--- config.mk ---
export PLATFORM = sky130hd
export DESIGN_NAME = avs2_stream_probe_top
export DESIGN_NICKNAME = d
export VERILOG_FILES = /design/src/rtl/core/avs2p_pkg.sv /design/src/rtl/core/avs2p_scan.sv /design/src/rtl/core/avs2_stream_probe_top.sv
export SDC_FILE = /design/constraint.sdc
export NUM_CORES = 1
export LEC_CHECK = 0
export BUFFER_PORTS_ARGS = -buffer_cell sky130_fd_sc_hd__clkbuf_2
export CORE_MARGIN = 4
export CORE_UTILIZATION = 35
export CTS_CLUSTER_SIZE = 40
export DETAILED_ROUTE_END_ITERATION = 10
export GPL_TIMING_DRIVEN = 0
export PLACE_DENSITY = 0.55
export SYNTH_ARGS = -nofsm -noshare
export SYNTH_HDL_FRONTEND = slang
export SYNTH_HIERARCHICAL = 1
export SYNTH_SLANG_ARGS = --single-unit
--- constraint.sdc ---
create_clock -name i_clk -period 3.6 [get_ports i_clk]
set_clock_uncertainty 0.15 [all_clocks]
set_input_delay 0.54 -clock i_clk [delete_from_list [all_inputs] [get_ports i_clk]]
set_output_delay 0.54 -clock i_clk [all_outputs]
set_load 0.1 [all_outputs]
--- src/rtl/core/avs2p_pkg.sv ---
package avs2p_pkg;

    // Width of the saturating sequence, picture and gap counters.
    localparam int COUNT_BITS = 16;
    localparam int FIELD_BITS = 16;

    localparam logic [31:0] SEQ_HDR_WORD = 32'h0000_01B0;
    localparam logic [23:0] START_PREFIX = 24'h00_0001;

    localparam logic [7:0] CODE_SEQ_HDR = 8'hB0;
    localparam logic [7:0] CODE_SEQ_END = 8'hB1;
    localparam logic [7:0] CODE_USER    = 8'hB2;
    localparam logic [7:0] CODE_PIC_I   = 8'hB3;
    localparam logic [7:0] CODE_EXT     = 8'hB5;
    localparam logic [7:0] CODE_PIC_PB  = 8'hB6;
    localparam logic [7:0] CODE_VID_EDIT = 8'hB7;

    localparam logic [7:0] PROF_MAIN_PIC = 8'h20;
    localparam logic [7:0] PROF_MAIN     = 8'h22;
    localparam logic [7:0] PROF_MAIN10_A = 8'h30;
    localparam logic [7:0] PROF_MAIN10_B = 8'h32;

    typedef logic [COUNT_BITS-1:0] t_cnt;
    typedef logic [FIELD_BITS-1:0] t_field;

    typedef struct packed {
        logic [7:0] data_byte;
        logic       last_byte;
    } t_in;

    typedef struct packed {
        logic   detected;
        t_field sequence_count;
        t_field picture_count;
        t_field header_gap;
    } t_out;

    function automatic logic is_profile(input logic [7:0] b);
        return b inside {PROF_MAIN_PIC, PROF_MAIN, PROF_MAIN10_A, PROF_MAIN10_B};
    endfunction

    function automatic logic is_unit(input logic [7:0] c);
        return c inside {CODE_SEQ_HDR, CODE_SEQ_END, CODE_USER, CODE_PIC_I,
                         CODE_EXT, CODE_PIC_PB, CODE_VID_EDIT};
    endfunction

    function automatic t_cnt sat_inc(input t_cnt v);
        return (&v) ? v : t_cnt'(v + t_cnt'(1));
    endfunction

    function automatic t_field to_field(input t_cnt v);
        logic [31:0] wide;
        wide = 32'(v);
        return wide[FIELD_BITS-1:0];
    endfunction

endpackage

--- src/rtl/core/avs2p_scan.sv ---
module avs2p_scan (
    input  logic                i_clk,
    input  logic                i_rst_n,
    input  logic                i_en,
    input  avs2p_pkg::t_in      i_item,
    input  avs2p_pkg::t_field   i_min_gap,
    output avs2p_pkg::t_out     o_res
);

    logic [31:0]     r_window,  n_window;
    logic [2:0]      r_lead,    n_lead;
    logic            r_rejected, n_rejected;
    logic            r_end_seen, n_end_seen;
    logic            r_prof_pend, n_prof_pend;
    logic            r_hdr_found, n_hdr_found;
    avs2p_pkg::t_cnt r_gap,     n_gap;
    avs2p_pkg::t_cnt r_gap_cap, n_gap_cap;
    avs2p_pkg::t_cnt r_seq,     n_seq;
    avs2p_pkg::t_cnt r_pic,     n_pic;
    logic            stop;
    logic [7:0]      b;

    assign b = i_item.data_byte;

    always_comb begin
        n_window    = r_window;
        n_lead      = r_lead;
        n_rejected  = r_rejected;
        n_end_seen  = r_end_seen;
        n_prof_pend = r_prof_pend;
        n_hdr_found = r_hdr_found;
        n_gap       = r_gap;
        n_gap_cap   = r_gap_cap;
        n_seq       = r_seq;
        n_pic       = r_pic;
        stop        = 1'b0;
        if (!(r_rejected || r_end_seen)) begin
            n_window = {r_window[23:0], b};
            if (!r_lead[2]) begin
                n_lead = r_lead + 3'd1;
                if (n_lead[2] && n_window != avs2p_pkg::SEQ_HDR_WORD) begin
                    n_rejected = 1'b1;
                    stop       = 1'b1;
                end
            end
            if (!stop && r_prof_pend) begin
                n_prof_pend = 1'b0;
                if (!avs2p_pkg::is_profile(b)) begin
                    n_rejected = 1'b1;
                    stop       = 1'b1;
                end
            end
            if (!stop) begin
                if (r_hdr_found) begin
                    n_gap = avs2p_pkg::sat_inc(r_gap);
                end
                if (n_window[31:8] == avs2p_pkg::START_PREFIX && avs2p_pkg::is_unit(b)) begin
                    // gap is latched once, on the first unit code after a header
                    if (r_hdr_found && r_gap_cap == '0) begin
                        n_gap_cap = n_gap;
                    end
                    case (b)
                        avs2p_pkg::CODE_SEQ_HDR: begin
                            n_prof_pend = 1'b1;
                            n_hdr_found = 1'b1;
                            n_gap       = '0;
                            n_seq       = avs2p_pkg::sat_inc(r_seq);
                        end
                        avs2p_pkg::CODE_PIC_I, avs2p_pkg::CODE_PIC_PB: begin
                            n_pic = avs2p_pkg::sat_inc(r_pic);
                        end
                        avs2p_pkg::CODE_SEQ_END: begin
                            n_end_seen = 1'b1;
                        end
                        default: begin
                        end
                    endcase
                end
            end
        end
    end

    // verdict as it stands after this byte
    always_comb begin
        o_res.detected = !n_rejected && n_lead[2] && !n_prof_pend &&
                         (n_seq != '0) && (n_pic != '0) &&
                         (32'(n_gap_cap) >= 32'(i_min_gap));
        o_res.sequence_count = avs2p_pkg::to_field(n_seq);
        o_res.picture_count  = avs2p_pkg::to_field(n_pic);
        o_res.header_gap     = avs2p_pkg::to_field(n_gap_cap);
    end

    always_ff @(posedge i_clk) begin
        if (!i_rst_n || (i_en && i_item.last_byte)) begin
            r_window    <= '1;
            r_lead      <= '0;
            r_rejected  <= 1'b0;
            r_end_seen  <= 1'b0;
            r_prof_pend <= 1'b0;
            r_hdr_found <= 1'b0;
            r_gap       <= '0;
            r_gap_cap   <= '0;
            r_seq       <= '0;
            r_pic       <= '0;
        end else if (i_en) begin
            r_window    <= n_window;
            r_lead      <= n_lead;
            r_rejected  <= n_rejected;
            r_end_seen  <= n_end_seen;
            r_prof_pend <= n_prof_pend;
            r_hdr_found <= n_hdr_found;
            r_gap       <= n_gap;
            r_gap_cap   <= n_gap_cap;
            r_seq       <= n_seq;
            r_pic       <= n_pic;
        end
    end

endmodule

--- src/rtl/core/avs2_stream_probe_top.sv ---
// AVS2 stream probe. Bytes of a probe buffer enter one per request on the
// input channel; the block slides a 32-bit window over them to find
// 00 00 01 xx start codes, checks that the buffer opens with a sequence
// header and that every sequence header is followed by an allowed profile
// byte, counts sequence headers and pictures (saturating), and measures the
// header gap. Scanning halts at the sequence end code. The request flagged
// last_byte yields exactly one verdict request on the output channel and
// returns all stream state to its reset value, so the next byte starts a
// fresh buffer; min_header_gap (reset 21) survives. The scan state updates
// in one pass per byte, and a byte is accepted each clock as long as the
// one-deep verdict register is not held by a stalled output. Write
// min_header_gap only while the block is idle.
module avs2_stream_probe_top (
    input  logic               i_clk,
    input  logic               i_rst_n,
    // byte input
    input  logic               i_in_valid,
    input  avs2p_pkg::t_in     i_in_data,
    output logic               o_in_stall,
    // verdict output
    output logic               o_out_valid,
    output avs2p_pkg::t_out    o_out_data,
    input  logic               i_out_stall,
    // configuration
    input  logic               i_cfg_we,
    input  logic [15:0]        i_cfg_wdata
);

    avs2p_pkg::t_field r_min_gap;
    avs2p_pkg::t_out   r_out;
    logic              r_out_valid;
    avs2p_pkg::t_out   scan_res;
    logic              in_acc;

    // only a held verdict blocks the input; a draining one does not
    assign o_in_stall = r_out_valid && i_out_stall;
    assign in_acc     = i_in_valid && !o_in_stall;

    always_ff @(posedge i_clk) begin
        if (!i_rst_n) begin
            r_min_gap <= avs2p_pkg::t_field'(21);
        end else if (i_cfg_we) begin
            r_min_gap <= i_cfg_wdata;
        end
    end

    avs2p_scan u_scan (
        .i_clk     (i_clk),
        .i_rst_n   (i_rst_n),
        .i_en      (in_acc),
        .i_item    (i_in_data),
        .i_min_gap (r_min_gap),
        .o_res     (scan_res)
    );

    // verdict register: loaded on the last byte of a buffer
    always_ff @(posedge i_clk) begin
        if (!i_rst_n) begin
            r_out_valid <= 1'b0;
        end else if (in_acc && i_in_data.last_byte) begin
            r_out_valid <= 1'b1;
        end else if (!i_out_stall) begin
            r_out_valid <= 1'b0;
        end
    end

    always_ff @(posedge i_clk) begin
        if (in_acc && i_in_data.last_byte) begin
            r_out <= scan_res;
        end
    end

    assign o_out_valid = r_out_valid;
    assign o_out_data  = r_out;

endmodule

==> impl_metrics.py <==
metrics = {
    "run_status": {
        "outcome": "complete, but fails checks",
        "violations": "negative setup slack",
    },
    "drt": {
        "drtPass1Iterations": 5,
        "first_iter_violations": 439,
        "drc_errors": 0,
        "antenna_left": 0,
        "vias_per_cell": 5.12,
        "avgRoutedWirePerCell_microns": 16.2,
        "wl_microns": 20900,
        "vias": 6624,
    },
    "logic_synthesis": {
        "yosysTopAreaCellShare_pct": 27.9,
        "yosysSeqAreaShare_pct": 46.2,
        "synth_edf_count": 49,
        "synthesis.nets": 934,
        "synth.avg_cell_area_sq_um": 9.10,
        "synthTopCellsByCount": "dfxtp_1, nand2_1, nor2_1, nand3_1, edfxtp_1",
        "synth.most_common_cell": "dfxtp_1",
        "synth_cells": 883,
        "yosys_warnings": 6,
        "synth_seq_cells": 161,
        "synth_top_area_cell": "dfxtp_1",
        "async_flop_share_pct": 0,
        "synth.area.top_cells": "dfxtp_1, edfxtp_1, nand2_1",
        "synthesis.area_sq_um": 8040,
        "synth_ff_type": "dfxtp_1",
        "synth_cell_types": 56,
    },
    "clock_tree": {
        "cts_tree": "done",
        "clk_latency_ns": 0.42,
        "cts_made_buffers": 17,
        "cts_root_buf": "clkbuf_16",
        "h-tree-depth": 4,
        "path_clk_slew_ns": 0.07,
        "cts_buffer_depth": 2,
        "cts_sinks": 161,
        "holdBufCountCts": 0,
    },
    "critical_path": {
        "cp_max_fo": 7,
        "max_stage_delay_ns": 0.85,
        "crit_path_top_delay_cell": "nor4_1",
        "criticalPathCategory": "reg2reg",
        "crit_chain": "nor4_4 -> nand4_1 -> buf_4 -> nor4_1 -> nand3_1 -> xnor2_1 -> or4_1 -> o41ai_4 -> a211oi_2",
        "rrSetupSlack_ns": -0.13,
        "crit_path_start_kind": "flop",
        "path_buf_inv": 1,
        "r2r_start": "u_scan/r_window[4]",
        "end_kind": "flop",
        "crit_family": "simple AND/OR/NAND/NOR gates",
        "reg2reg_depth": 9,
        "r2r_end": "o_out_data[48]",
        "cp.required_ns": 3.60,
        "crit_arrival_ns": 3.72,
    },
    "timing": {
        "min_period_over_period_pct": 104,
        "hold_viol_final": 0,
        "finalCriticalPeriod_ns": 3.73,
        "slew_headroom_pct": 32.7,
        "finalSetupTns_ns": -0.127,
        "timing.fmax_mhz": 268,
        "setup_violations": 1,
        "setup_slack_ns": -0.127,
        "finalMaxSlewViolations": 0,
        "tightestPinTransition_ns": 1.00,
        "rsz0062_at_grt": "yes",
    },
    "power_and_ir_drop": {
        "cellPowerDensity_nw_per_um2": 422,
        "p_total_mw": 4.16,
        "p_leak_nw": 3.83,
        "vdd_drop_max_uv": 287,
    },
    "global_route": {
        "overflow": 0,
        "first_global_vias": 6360,
        "grt_max_degree": 29,
        "grt_pass1_wl_microns": 33900,
        "grtUsageTotal_pct": 16.3,
        "antenna_found_initial": 0,
    },
    "place": {
        "hpwl_microns": 15000,
        "place.gp.congestion": 0.841,
        "io_buffers": 79,
        "place_ws_ns": -1.15,
    },
    "floorplan": {
        "core_sq_um": 22600,
        "ios": 81,
        "initial_core_util_pct": 35.5,
        "rows": 55,
        "die_y_microns": 160,
        "fp.dieArea_sq_um": 25400,
        "dieWidth_microns": 160,
    },
    "worst_hold_path": {
        "hold_start": "i_cfg_wdata[0]",
        "hold_depth": 3,
        "hp-class": "in2reg",
        "hold_end": "r_min_gap[0]",
    },
    "layout": {
        "final_layout_size_suffix_gt1_share_pct": 20.1,
        "num_antenna_cells": 0,
        "area_delta_synth_final_pct": 22.6,
        "final_nets": 1048,
    },
    "job": {
        "cap_viol_max_count": 0,
    },
}
routing by layer:
| metal | share of wire (%) | track usage, % | vias to the layer above |
|---|---|---|---|
| met1 | 49 | 23.1 | 3104 |
| met4 | 1.2 | 5.21 | 0 |
| met2 | 45 | 25.4 | 150 |
| met5 | 0 | 0 | - |
| met3 | 4.7 | 3.08 | 12 |
| li1 | - | - | 3358 |
worst min-delay path: stages:
cell      delay [ns]
clkbuf_2        0.08
mux2i_1         0.05
nand2_1         0.05
placed cells by master, fill, tap and decap left out, types with 18 or more instances in the layout:
cell	instances
dfxtp_1	97
edfxtp_1	49
mux2i_1	33
clkbuf_1	43
inv_1	34
nand3_1	52
nand4_1	26
or3_1	18
nor2_1	80
xor2_1	27
nand2_1	109
clkbuf_2	78
clkbuf_16	18
o21ai_0	26
a21oi_1	34
xnor2_1	27
report_power, final:
| part | leakage [nW] | total, mW | internal [mW] | switching, mW |
|---|---|---|---|---|
| sequential | 1.36 | 1.96 | 1.92 | 0.0366 |
| combinational | 2.20 | 0.448 | 0.104 | 0.344 |
| clock | 0.274 | 1.75 | 0.994 | 0.756 |
per-stage QoR:
stage | hold WS, ns | instance area [sq um] | utilization (%) | std cells
after floorplan | 0.291 | 8070 | - | 883
after global placement | 0.306 | 8830 | 39.0 | 1247
after detailed placement | 0.309 | 8850 | 39.1 | 1248
after CTS | 0.165 | 9670 | 42.7 | 1290
after global routing | 0.180 | 9850 | 43.5 | 1295
final | 0.181 | 9850 | 43.5 | 1295
registers in the layout (all words and copies together) (netlist names):
name / cells
u_scan/r_rejected: 1
u_scan/r_window: 24
u_scan/r_hdr_found: 1
u_scan/r_gap: 16
u_scan/r_lead: 3
u_scan/r_seq: 16
o_out_valid: 1
u_scan/r_pic: 16
u_scan/r_gap_cap: 16
u_scan/r_prof_pend: 1
r_min_gap: 16
o_out_data: 49
u_scan/r_end_seen: 1
final cells by class:
class,count,area [sq um]
Buffer,49,235
Clock buffer,21,460
Clock inverter,11,104
Fill cell,2288,12800
Inverter,35,134
Multi-Input combinational cell,636,4260
Sequential cell,161,3740
Tap cell,285,357
Timing Repair Buffer,97,559
worst max-delay path by stage:
stage,startpoint,to,cells past startpoint
floorplan,i_in_data[7],o_out_data[48],16
global placement,i_in_data[3],o_out_data[48],16
detailed placement,i_in_data[3],o_out_data[48],16
CTS,u_scan/r_lead[1],o_out_data[48],18
global route,u_scan/r_window[4],o_out_data[48],10
finish,u_scan/r_window[4],o_out_data[48],9
repair_timing:
| action | CTS | global route |
|---|---|---|
| setup buffers | 11 | 6 |
| pin swaps | 21 | 22 |
| endpoints found under the setup margin | 1 | 11 |
| resized for setup | 42 | 36 |
logic make-up (layout without fill, tap and decap cells):
kind of cell    Yosys count  count (layout)  synth area share (%)
buf+inv                  86             213                  4.42
mux                      43              43                  5.51
fa+ha+maj                21              21                  3.27
xor+xnor                 55              55                  6.00
compound gates          121             121                  9.53
flops                   161             161                  46.2
simple gates            396             396                  25.1
(Power assumes the default switching activity.)
